==> config.mk <==
export PLATFORM = sky130hd
export DESIGN_NAME = kln64_round
export DESIGN_NICKNAME = d
export VERILOG_FILES = /design/src/design/kln64_pkg.sv /design/src/design/kln64_round.sv
export SDC_FILE = /design/constraint.sdc
export NUM_CORES = 1
export LEC_CHECK = 0
export BUFFER_PORTS_ARGS = -buffer_cell sky130_fd_sc_hd__buf_2
export CORE_MARGIN = 1
export CORE_UTILIZATION = 53
export DETAILED_ROUTE_END_ITERATION = 6
export GPL_TIMING_DRIVEN = 0
export PLACE_DENSITY = 0.95
export SYNTH_ARGS = -nofsm -noshare
export SYNTH_HDL_FRONTEND = slang
export SYNTH_SLANG_ARGS = --single-unit
==> constraint.sdc <==
create_clock -name vclk -period 2.9
set_input_delay 0.29 -clock vclk [all_inputs]
set_output_delay 0.29 -clock vclk [all_outputs]
set_load 0.01 [all_outputs]
==> src/design/kln64_pkg.sv <==
package kln64_pkg;

    localparam int unsigned ROUNDS    = 12;
    localparam int unsigned BLOCK_W   = 64;
    localparam int unsigned RC_W      = 8;
    localparam logic [7:0]  GF_REDUCE = 8'h1B;

    typedef logic [BLOCK_W-1:0] block_t;
    typedef logic [RC_W-1:0]    rcon_t;

    localparam logic [3:0] SBOX [0:15] = '{
        4'h7, 4'h4, 4'hA, 4'h9, 4'h1, 4'hF, 4'hB, 4'h0,
        4'hC, 4'h3, 4'h2, 4'h6, 4'h8, 4'hE, 4'hD, 4'h5
    };

    function automatic logic [7:0] sbox_byte(input logic [7:0] v);
        return {SBOX[v[7:4]], SBOX[v[3:0]]};
    endfunction

    function automatic block_t sub_nibbles(input block_t s);
        block_t r;
        for (int k = 0; k < 16; k++)
        begin
            r[4*k +: 4] = SBOX[s[4*k +: 4]];
        end
        return r;
    endfunction

    function automatic logic [7:0] gf_double(input logic [7:0] b);
        return {b[6:0], 1'b0} ^ (b[7] ? GF_REDUCE : 8'h00);
    endfunction

    // One column, byte 0 in the top bits.
    function automatic logic [31:0] mix_column(input logic [31:0] c);
        logic [7:0] a0, a1, a2, a3, d0, d1, d2, d3;
        a0 = c[31:24];
        a1 = c[23:16];
        a2 = c[15:8];
        a3 = c[7:0];
        d0 = gf_double(a0);
        d1 = gf_double(a1);
        d2 = gf_double(a2);
        d3 = gf_double(a3);
        return {d0 ^ d1 ^ a1 ^ a2 ^ a3,
                d1 ^ d2 ^ a2 ^ a3 ^ a0,
                d2 ^ d3 ^ a3 ^ a0 ^ a1,
                d3 ^ d0 ^ a0 ^ a1 ^ a2};
    endfunction

    function automatic logic [7:0] key_byte(input block_t k, input int unsigned i);
        return k[BLOCK_W-1-8*i -: 8];
    endfunction

    function automatic block_t key_next(input block_t k, input rcon_t rc);
        return {key_byte(k, 5),
                key_byte(k, 6),
                key_byte(k, 7) ^ rc,
                key_byte(k, 4),
                key_byte(k, 1) ^ key_byte(k, 5),
                sbox_byte(key_byte(k, 2) ^ key_byte(k, 6)),
                sbox_byte(key_byte(k, 3) ^ key_byte(k, 7)),
                key_byte(k, 0) ^ key_byte(k, 4)};
    endfunction

endpackage

==> src/design/kln64_round.sv <==
module kln64_round
    import kln64_pkg::*;
(
    input  block_t state_in,
    input  block_t rkey_in,
    input  rcon_t  rc,
    output block_t state_out,
    output block_t rkey_out
);

    block_t subbed;
    block_t rotated;

    // add round key, substitute, rotate left by two bytes, mix both columns
    assign subbed    = sub_nibbles(state_in ^ rkey_in);
    assign rotated   = {subbed[47:0], subbed[63:48]};
    assign state_out = {mix_column(rotated[63:32]), mix_column(rotated[31:0])};
    assign rkey_out  = key_next(rkey_in, rc);

endmodule

# After elaboration in Yosys (flattened, before gate mapping)
# Memories as Yosys holds them, arrays and structs flattened.
# Index checks and enable logic that the tools add are counted.
[totals]
regBits = 0
mem_bits_ro = 1280
inputBits = 136
mem_count = 20
[op_classes]
n_lt_le_gt_ge = 20
mux = 48
bitwise_logic = 66
[mem_list]
columns = ["memory", "words", "word_bits", "read_ports", "rd_ports_with_merged_regs", "write_ports", "line_no", "text"]
rows = [
  ["(name not given)", 16, 4, 1, 0, 0, "kln64_pkg.sv:17", "return {SBOX[v[7:4]], SBOX[v[3:0]]};"],
  ["(name not given)", 16, 4, 1, 0, 0, "kln64_pkg.sv:17", ""],
  ["(name not given)", 16, 4, 1, 0, 0, "kln64_pkg.sv:17", ""],
  ["(name not given)", 16, 4, 1, 0, 0, "kln64_pkg.sv:17", ""],
  ["(name not given)", 16, 4, 1, 0, 0, "kln64_pkg.sv:24", "r[4*k +: 4] = SBOX[s[4*k +: 4]];"],
  ["(name not given)", 16, 4, 1, 0, 0, "kln64_pkg.sv:24", ""],
  ["14 more memories", "n/a", "n/a", "n/a", "n/a", "n/a", "n/a", ""],
]
[ops]
columns = ["op", "count"]
rows = [
  ["8-bit XOR", 37],
  ["4-bit 2-to-1 mux", 40],
  ["5-bit greater-or-equal comparator (second input constant)", 20],
  ["4-bit NOT with 5-bit output", 20],
  ["64-bit XOR", 1],
  ["8-bit by 5-bit XOR with 8-bit output", 8],
  ["5-bit 2-to-1 mux", 8],
]

# Logic depth before layout (Yosys ltp)
# Gate-level depths: netlist of the first run.
[depth]
depth_word = 11
mapped_depth = 9
mapped_depth_nobuf = 8

# Worst setup path after synthesis of the first run
# OpenSTA, ideal clock, no wires.
[synth_timing]
path_kind = "input to output"
from = "in rkey_in[21]"
to = "out state_out[41]"
arrival_ps = 2318
required_ps = 2610
setup_slack_ps = 292
stages = 7
path_buffers = 0
cell_sequence = "xor2_1 -> inv_1 -> ha_1 -> mux4_2 -> xnor2_2 -> xor2_1 -> xor2_1"
[synth_between]
elab_chain_cells = 11
[synth_lines]
columns = ["element", "line_no", "text"]
rows = [
  ["start: declaration", "kln64_round.sv:5", "input block_t rkey_in,"],
  ["64-bit XOR", "kln64_round.sv:15", "assign subbed = sub_nibbles(state_in ^ rkey_in);"],
  ["4-bit NOT with 5-bit output (not written as such)", "kln64_pkg.sv:24", ""],
  ["memory read 16 x 4 bit", "n/a", ""],
  ["4-bit 2-to-1 mux (not written as such) (2 in series)", "kln64_pkg.sv:24", ""],
  ["5-bit 2-to-1 mux", "kln64_pkg.sv:30", "return {b[6:0], 1'b0} ^ (b[7] ? GF_REDUCE : 8'h00);"],
  ["8-bit by 5-bit XOR with 8-bit output", "kln64_pkg.sv:30", ""],
  ["8-bit XOR (4 in series)", "kln64_pkg.sv:46", "d2 ^ d3 ^ a3 ^ a0 ^ a1,"],
  ["end: declaration", "kln64_round.sv:7", "output block_t state_out,"],
]
# Every way passes these cells. The select of a mux whose other input is x is not followed.

# Worst setup path after layout of the first run
[layout_timing]
from = "in rkey_in[48]"
to = "out state_out[3]"
[layout_between]
elab_chain_cells = 10
[layout_lines]
columns = ["element", "line_no", "text"]
rows = [
  ["64-bit XOR", "kln64_round.sv:15", ""],
  ["4-bit NOT with 5-bit output (not written as such)", "kln64_pkg.sv:24", ""],
  ["memory read 16 x 4 bit", "n/a", ""],
  ["4-bit 2-to-1 mux (not written as such) (2 in series)", "kln64_pkg.sv:24", ""],
  ["8-bit by 5-bit XOR with 8-bit output", "kln64_pkg.sv:30", ""],
  ["8-bit XOR (4 in series)", "kln64_pkg.sv:47", "d3 ^ d0 ^ a0 ^ a1 ^ a2};"],
]
# Every way passes these cells. The select of a mux whose other input is x is not followed.

==> summary.txt, run 1 <==
Run status
  • Status: complete, no violations

Pwr
  • Power Density: 766 nW/um^2
  • Worst vdd ir: 663 uV
  • Static Leak: 4.29 nW

Setup path
  • Bufs and invs on worst path: 3
  • Worst path top cell family by delay: XOR/XNOR gates
  • Crit-path max FO: 4
  • Critical path's slowest cell: mux4_1
  • CP endpoint kind: output port
  • Type of the worst setup path: in2out
  • Crit path DAT: 2.58 ns
  • Nature of the critical path startpoint: primary input
  • Max incr delay on CP: 0.62 ns
  • CP startpoint: rkey_in[48]
  • CP Data Required Time: 2.61 ns
  • Critical Path, Cell by Cell: buf_2 -> xor2_1 -> inv_1 -> ha_1 -> mux4_1 -> xor2_2 -> xor2_1 -> xnor2_1 -> buf_2

Layout
  • Area Growth Syn to Fin: 34.2%
  • Register area: 0 sq um
  • Final core occ: 72.7%
  • Layout Nets: 1198
  • # clk buffers: 0
  • Finished Cell Area: 9170 sq um
  • Seq_cells: 0
  • Layout fillers: 824
  • Share of layout cells above drive strength 1: 46.0%

Synth
  • Post-Syn Nets: 911
  • Top-count cell post-synth: xnor2_1
  • Sequential area share after synthesis: 0%
  • Synth area leader: xnor2_1
  • Top cells by area, synth: xnor2_1, mux4_2, ha_1, xor2_1, inv_1
  • Syn Inst Count: 691
  • Top cells by count, synth: xnor2_1, xor2_1, inv_1, ha_1, mux4_2
  • Avg Cell Area, Syn: 9.89 sq um
  • YS warnings: 0
  • Mapped Area: 6840 sq um
  • Synth top area share: 23.4%
  • Yosys cell types: 36

Floorplan
  • Die Ht: 116 microns
  • Core Rows: 41
  • Placeable Area: 12600 sq um
  • IO Pins: 264
  • Initial core utilization: 54.2%
  • Die area: 13400 sq um
  • Die width: 116 microns

Timing
  • Total Neg Setup Slack: 0 ns
  • Final hold viol count: 0
  • Setup Viol. Count Final: 0
  • Final worst path period share: 99.0%
  • Max-slew headroom: 44.0%
  • Period minus WS final: 2.87 ns
  • Slew of the pin with the lowest slew margin: 0.834 ns
  • RSZ-0062 raised after global routing: true
  • F_max: 348 MHz
  • Max-slew violation count: 0
  • WHS: 0.842 ns

Hold path
  • HP Class: in2out
  • Worst Min Path Start: rc[7]

Drt
  • DRC viols: 0
  • Post-DR wirelength/cell: 18.1 microns
  • Final ANT Viol Nets: 0
  • DR iter-0 viols: 412
  • Routed vias: 6275
  • Vias/cell: 5.46
  • Drt total wl: 20800 microns
  • DRT Pass-1 Iters: 5

Global route
  • Initial antenna violation count: 2
  • Number of global-route vias before repair: 6100
  • GRT Overall Usage: 27.8%
  • First-pass GRT wire length: 29300 microns
  • GR Overflow Total: 0
  • Largest net degree at the start of global routing: 10

Placement
  • Port Buf Inserts: 264
  • Gpl congestion: 0.886
  • Hpwl dp: 16100 microns
  • Placed cell areas: 8370 sq um

Run
  • MaxCap Viol Count: 0
-- path summary, 6_finish.rpt --
| check | to | depth (start not counted) |
|---|---|---|
| worst max-delay path | state_out[3] | 9 |
| worst min-delay path | rkey_out[47] | 3 |
-- placed cells by master (no fill, tap or decap), types with 19 or more instances in the layout --
cell,netlist,routed
buf_2,0,262
buf_4,25,45
ha_1,84,84
inv_1,85,82
mux2i_1,23,23
mux4_2,49,52
xnor2_1,183,165
xnor2_2,17,21
xor2_1,114,93
xor2_2,13,19
-- power breakdown --
part | switching [mW] | internal [mW]
Combinational | 3.71 | 3.31
Clock | 0 | 0.0000000461
Sequential | 0 | 0
-- through the flow --
stage | power, mW | cells | worst slack [ns]
after floorplan | 4.38 | 691 | 0.292
after global placement | 6.28 | 1127 | -0.211
after detailed placement | 6.43 | 1127 | -0.255
after CTS | 6.68 | 1135 | 0.00423
after global routing | 7.47 | 1149 | -0.0281
final | 7.02 | 1149 | 0.0289
-- metal layers --
| metal | track usage [%] | vias to the layer above | routed length, microns |
|---|---|---|---|
| met4 | 9.35 | 0 | 795 |
| li1 | - | 2848 | - |
| met5 | 0 | - | 0 |
| met3 | 3.09 | 72 | 1200 |
| met2 | 54.2 | 316 | 11400 |
| met1 | 31.0 | 3039 | 7390 |
-- final cells by class --
| type | instances | area (sq um) | share of cell area [%] |
|---|---|---|---|
| Antenna cell | 1 | 2.50 | 0.0273 |
| Buffer | 25 | 188 | 2.05 |
| Inverter | 87 | 327 | 3.56 |
| Tap cell | 172 | 215 | 2.35 |
| Timing Repair Buffer | 285 | 1500 | 16.3 |
| Multi-Input combinational cell | 579 | 6940 | 75.7 |
-- repair_timing --
item | 4_1_cts | 5_1_grt
buffers inserted | 8 | 13
setup endpoints to repair | 45 | 47
hold buffers | 0 | 0
gates resized for setup | 36 | 42
pin swaps | 5 | 15
-- cell families after synthesis --
logic type / after synthesis / synth area share [%]
buf+inv: 112 / 7.52
compound gates: 39 / 4.06
xor+xnor: 335 / 48.2
fa+ha+maj: 84 / 15.4
simple gates: 43 / 3.09
mux: 78 / 21.8
No activity file was read; power rests on OpenSTA's default activity.
==> run 2: changes to the inputs <==
==> constraint.sdc (replaced) <==
create_clock -name vclk -period 3.1
set_input_delay 0.31 -clock vclk [all_inputs]
set_output_delay 0.31 -clock vclk [all_outputs]
set_load 0.01 [all_outputs]
==> run 2 against run 1 <==
Cell count shrank 1.6%; wire length is 10% lower; hold slack better by 0.039 ns; flip-flop and latch count did not move; count of clock-buffer cells in the layout unchanged; worst setup slack gained 0.039 ns; sequential share of layout area is the same; critical path depth unchanged; critical endpoint is now state_out[19]; largest cell class unchanged.
==> summary.txt, run 2 (synthesized netlist as in run 1, its figures left out) <==
Layout
  • Most frequent cells in the layout: buf_2, xnor2_1, xor2_1
  • Seq_cells: 0
  • Layout Nets: 1180
  • Area Growth Syn to Fin: 26.4%
  • Multi-input logic area: 6560 sq um
  • Register area: 0 sq um
  • Share of layout cells above drive strength 1: 42.5%
  • # clk buffers: 0
  • Final core occ: 68.5%
  • Commonest non-fill, non-tap cell in the layout: buf_2
  • Layout fillers: 936

Pwr
  • Int Pwr: 2.92 mW
  • Psw: 3.31 mW
  • Static Leak: 4.10 nW
  • Worst vdd ir: 646 uV
  • Gate power share: 100.0%
  • Power Density: 721 nW/um^2
  • Power share of the sequential group: 0%
  • Sw Share: 53.1%
  • Clk pwr share: 0%
  • Final Total Pwr: 6.23 mW

Setup path
  • Crit-path max FO: 4
  • Crit path DAT: 2.72 ns
  • Critical Path, Cell by Cell: buf_2 -> xor2_1 -> inv_1 -> ha_1 -> mux4_2 -> xor2_2 -> xnor2_1 -> xnor2_1 -> buf_2
  • Critical path's slowest cell: mux4_2
  • Type of the worst setup path: in2out
  • Worst path top cell family by delay: XOR/XNOR gates
  • Bufs and invs on worst path: 3
  • CP endpoint kind: output port
  • CP Data Required Time: 2.79 ns
  • Max incr delay on CP: 0.57 ns
  • Nature of the critical path startpoint: primary input

Floorplan
  • Initial core utilization: 54.2%
  • Placeable Area: 12600 sq um
  • Die area: 13400 sq um
  • Die width: 116 microns
  • IO Pins: 264
  • Die Ht: 116 microns
  • Core Rows: 41

Global route
  • Number of global-route vias before repair: 5808
  • Initial antenna violation count: 2
  • First-pass GRT wire length: 27800 microns
  • GR Overflow Total: 0
  • Largest net degree at the start of global routing: 10
  • GRT Overall Usage: 26.2%

Run status
  • Status: complete, no violations

Hold path
  • HP Class: in2out
  • Hold path endpoint: rkey_out[47]
  • Worst Min Path Start: rc[7]
  • Hold depth: 3

Timing
  • Max-slew violation count: 0
  • Setup Viol. Count Final: 0
  • Max-slew headroom: 49.0%
  • F_max: 330 MHz
  • Slew of the pin with the lowest slew margin: 0.760 ns
  • Period minus WS final: 3.03 ns
  • Final worst path period share: 97.8%
  • Final hold viol count: 0

Drt
  • Post-DR wirelength/cell: 16.5 microns
  • Final ANT Viol Nets: 0
  • Routed vias: 5986
  • DR iter-0 viols: 322
  • DRT Pass-1 Iters: 5
  • Vias/cell: 5.29
  • Drt total wl: 18700 microns
  • DRC viols: 0

Placement
  • Gpl congestion: 0.886
  • Hpwl dp: 16100 microns
  • Port Buf Inserts: 264

Run
  • MaxCap Viol Count: 0
## run 2: cell types whose count changed in the layout (fill, tap and decap cells not counted), moves of 6 or more
cell,change
xnor2_1,+11
xor2_2,+6
xnor2_4,-8
buf_4,-18
xor2_4,-14
xor2_1,+8
## run 2: per-layer routing
metal / up-vias / share of wire (%) / track usage (%)
met5: - / 0 / 0
met4: 0 / 2.8 / 6.67
met3: 45 / 5.2 / 2.04
met2: 245 / 54 / 51.1
met1: 2896 / 38 / 30.6
li1: 2800 / - / -
## run 2: area by class of cell
type	count	share of cell area (%)
multi-input cells	579	75.8
diodes	1	0.0290
repair buffers	267	15.7
inverters	87	3.78
plain buffers	25	2.17
well taps	172	2.49
## run 2: repair_timing
item / 4_1_cts / 5_1_grt
hold buffers: 0 / 0
gates resized for setup: 6 / 24
buffers inserted: 0 / 3
pin swaps: 0 / 3
setup endpoints to repair: 11 / 31
## run 2: tightest hold or removal path: cells and delay by family
kind                   cells  cell delay [ns]
buffers and inverters      2             0.21
XOR/XNOR                   1             0.05
## run 2: stage by stage
step | setup TNS, ns | worst slack [ns] | instances | hold slack, ns | instance area, sq um
final | 0 | 0.0679 | 1131 | 0.881 | 8640
after global routing | -0.0172 | -0.0172 | 1131 | 0.906 | 8640
after CTS | 0 | 0.0112 | 1127 | 0.883 | 8420
after detailed placement | -0.428 | -0.0946 | 1127 | 0.883 | 8370
after global placement | -0.113 | -0.0505 | 1127 | 0.878 | 8370
after floorplan | 0 | 0.452 | 691 | 0.696 | 6840
## run 2: how the worst max path moves through the flow
| stage | start | to | cells after the start |
|---|---|---|---|
| after global placement | rkey_in[21] | state_out[36] | 9 |
| after floorplan | rkey_in[21] | state_out[41] | 7 |
| after CTS | rkey_in[16] | state_out[40] | 9 |
| final | rkey_in[0] | state_out[19] | 9 |
| after global routing | rkey_in[4] | state_out[4] | 9 |
| after detailed placement | rkey_in[21] | state_out[40] | 9 |
## run 2: power groups by stage
stage / Clock [mW] / Sequential [mW] / Combinational, mW
2_1_floorplan: 0 / 0 / 4.10
3_3_place_gp: 0 / 0 / 5.87
3_5_place_dp: 0 / 0 / 6.02
4_1_cts: 0 / 0 / 6.07
5_1_grt: 0.0000000431 / 0 / 6.67
6_report: 0.0000000431 / 0 / 6.23
==> run 3: changes to the inputs <==
--- a/config.mk
+++ b/config.mk
@@ -6,7 +6,7 @@
 export NUM_CORES = 1
 export LEC_CHECK = 0
 export BUFFER_PORTS_ARGS = -buffer_cell sky130_fd_sc_hd__buf_2
-export CORE_MARGIN = 1
+export CORE_MARGIN = 2
 export CORE_UTILIZATION = 53
 export DETAILED_ROUTE_END_ITERATION = 6
 export GPL_TIMING_DRIVEN = 0
==> run 3 against run 2 <==
Flip-flop and latch count did not move; core utilization rose by 0.15 points; cell area rose by 0.22%; hold slack barely moved; sequential share of layout area did not move; worst setup slack got worse by 0.024 ns; first-iteration DRC count rose by 12%; critical path depth did not move; count of clock-buffer cells in the layout did not move; maximum frequency fell by 0.80%; total power rose by 0.39%; global-route usage fell by 1.4 points; critical endpoint is now state_out[0]; highest routed layer unchanged.
==> summary.txt, run 3 (synthesized netlist as in run 1, its figures left out) <==
Floorplan
  • IO Pins: 264
  • Die Ht: 118 microns
  • Die width: 118 microns
  • Placeable Area: 12600 sq um
  • Die area: 13800 sq um
  • Initial core utilization: 54.2%
  • Core Rows: 41

Setup path
  • Critical path's slowest cell: mux4_2
  • Worst path top cell family by delay: XOR/XNOR gates
  • Crit-path max FO: 4
  • CP endpoint kind: output port
  • CP Data Required Time: 2.79 ns
  • Bufs and invs on worst path: 3
  • Type of the worst setup path: in2out
  • Max incr delay on CP: 0.58 ns
  • Critical Path, Cell by Cell: buf_2 -> xor2_1 -> inv_1 -> ha_1 -> mux4_2 -> xor2_2 -> xor2_1 -> xnor2_1 -> buf_2
  • Nature of the critical path startpoint: primary input
  • Stages on the worst setup path: 9
  • Crit path DAT: 2.75 ns

Layout
  • # clk buffers: 0
  • Share of layout cells above drive strength 1: 42.7%
  • Multi-input logic area: 6560 sq um
  • Most frequent cells in the layout: buf_2, xnor2_1, xor2_1
  • Finished Cell Area: 8660 sq um
  • Register area: 0 sq um
  • Layout fillers: 959
  • Commonest non-fill, non-tap cell in the layout: buf_2
  • Area Growth Syn to Fin: 26.7%
  • Layout Nets: 1182
  • Seq_cells: 0

Timing
  • Worst setup margin: 0.0434 ns
  • Final hold viol count: 0
  • Final worst path period share: 98.6%
  • Max-slew headroom: 50.5%
  • Max-slew violation count: 0
  • F_max: 327 MHz
  • Slew of the pin with the lowest slew margin: 0.738 ns
  • Setup Viol. Count Final: 0
  • Period minus WS final: 3.06 ns

Run
  • MaxCap Viol Count: 0

Clock network
  • Hold-fix buffers, CTS: 0

Drt
  • Routed vias: 6026
  • DRT Pass-1 Iters: 4
  • Drt total wl: 19100 microns
  • DRC viols: 0
  • Final ANT Viol Nets: 0
  • DR iter-0 viols: 360
  • Vias/cell: 5.32
  • Post-DR wirelength/cell: 16.9 microns

Global route
  • GRT Overall Usage: 24.8%
  • Initial antenna violation count: 1
  • GR Overflow Total: 0
  • Largest net degree at the start of global routing: 10
  • First-pass GRT wire length: 28800 microns
  • Number of global-route vias before repair: 6038

Pwr
  • Static Leak: 4.12 nW
  • Power Density: 722 nW/um^2
  • Worst vdd ir: 592 uV
  • Final Total Pwr: 6.25 mW

Hold path
  • Hold path endpoint: rkey_out[47]
  • Worst Min Path Start: rc[7]
  • Hold depth: 3
  • HP Class: in2out

Placement
  • Placed cell areas: 8370 sq um
  • Dpl ws: -0.107 ns
  • Hpwl dp: 16100 microns
  • Port Buf Inserts: 264
  • Gpl congestion: 0.955

Run status
  • Status: complete, no violations
## run 3: per-layer routing
metal	global-route usage [%]	share of wire [%]	wire length (microns)	vias up
met1	29.3	38	7250	2969
li1	-	-	-	2804
met3	2.23	5.2	992	38
met4	3.84	2.1	395	0
met5	0	0	0	-
met2	49.2	55	10500	215
## run 3: through the flow
step / std cells / utilization [%] / TNS [ns] / hold slack, ns
final: 1133 / 68.6 / 0 / 0.881
after global routing: 1133 / 68.6 / -0.318 / 0.898
after CTS: 1127 / 66.7 / 0 / 0.882
after detailed placement: 1127 / 66.3 / -0.545 / 0.882
after global placement: 1127 / 66.3 / -0.144 / 0.879
after floorplan: 691 / - / 0 / 0.696
## run 3: cell type report
| type | instances | share of cell area [%] |
|---|---|---|
| Inverter | 87 | 3.77 |
| Tap cell | 172 | 2.48 |
| Multi-Input combinational cell | 579 | 75.7 |
| Antenna cell | 1 | 0.0289 |
| Timing Repair Buffer | 269 | 15.8 |
| Buffer | 25 | 2.17 |
## run 3: repair_timing
item	in CTS	in global routing
pin swaps	0	2
resized for setup	6	24
buffers inserted	0	5
endpoints found under the setup margin	14	30
## run 3: worst min-delay path: stages
cell    delay, ns
buf_2        0.08
xor2_1       0.05
buf_2        0.13
## run 3: power by group
part	total (mW)	leakage [nW]	internal, mW	switching (mW)
Combinational	6.25	4.12	2.93	3.32
Clock	0.0000000432	0.00000634	0.0000000431	0
Sequential	0	0	0	0
Total	6.25	4.12	2.93	3.32
## run 3: worst max-delay path by stage
stage / endpoint / start / slack [ns]
final: state_out[0] / rkey_in[0] / 0.04
after global routing: state_out[0] / rkey_in[0] / -0.08
after CTS: state_out[60] / state_in[45] / 0.006
after detailed placement: state_out[11] / rkey_in[53] / -0.11
after global placement: state_out[36] / rkey_in[21] / -0.07
after floorplan: state_out[41] / rkey_in[21] / 0.45
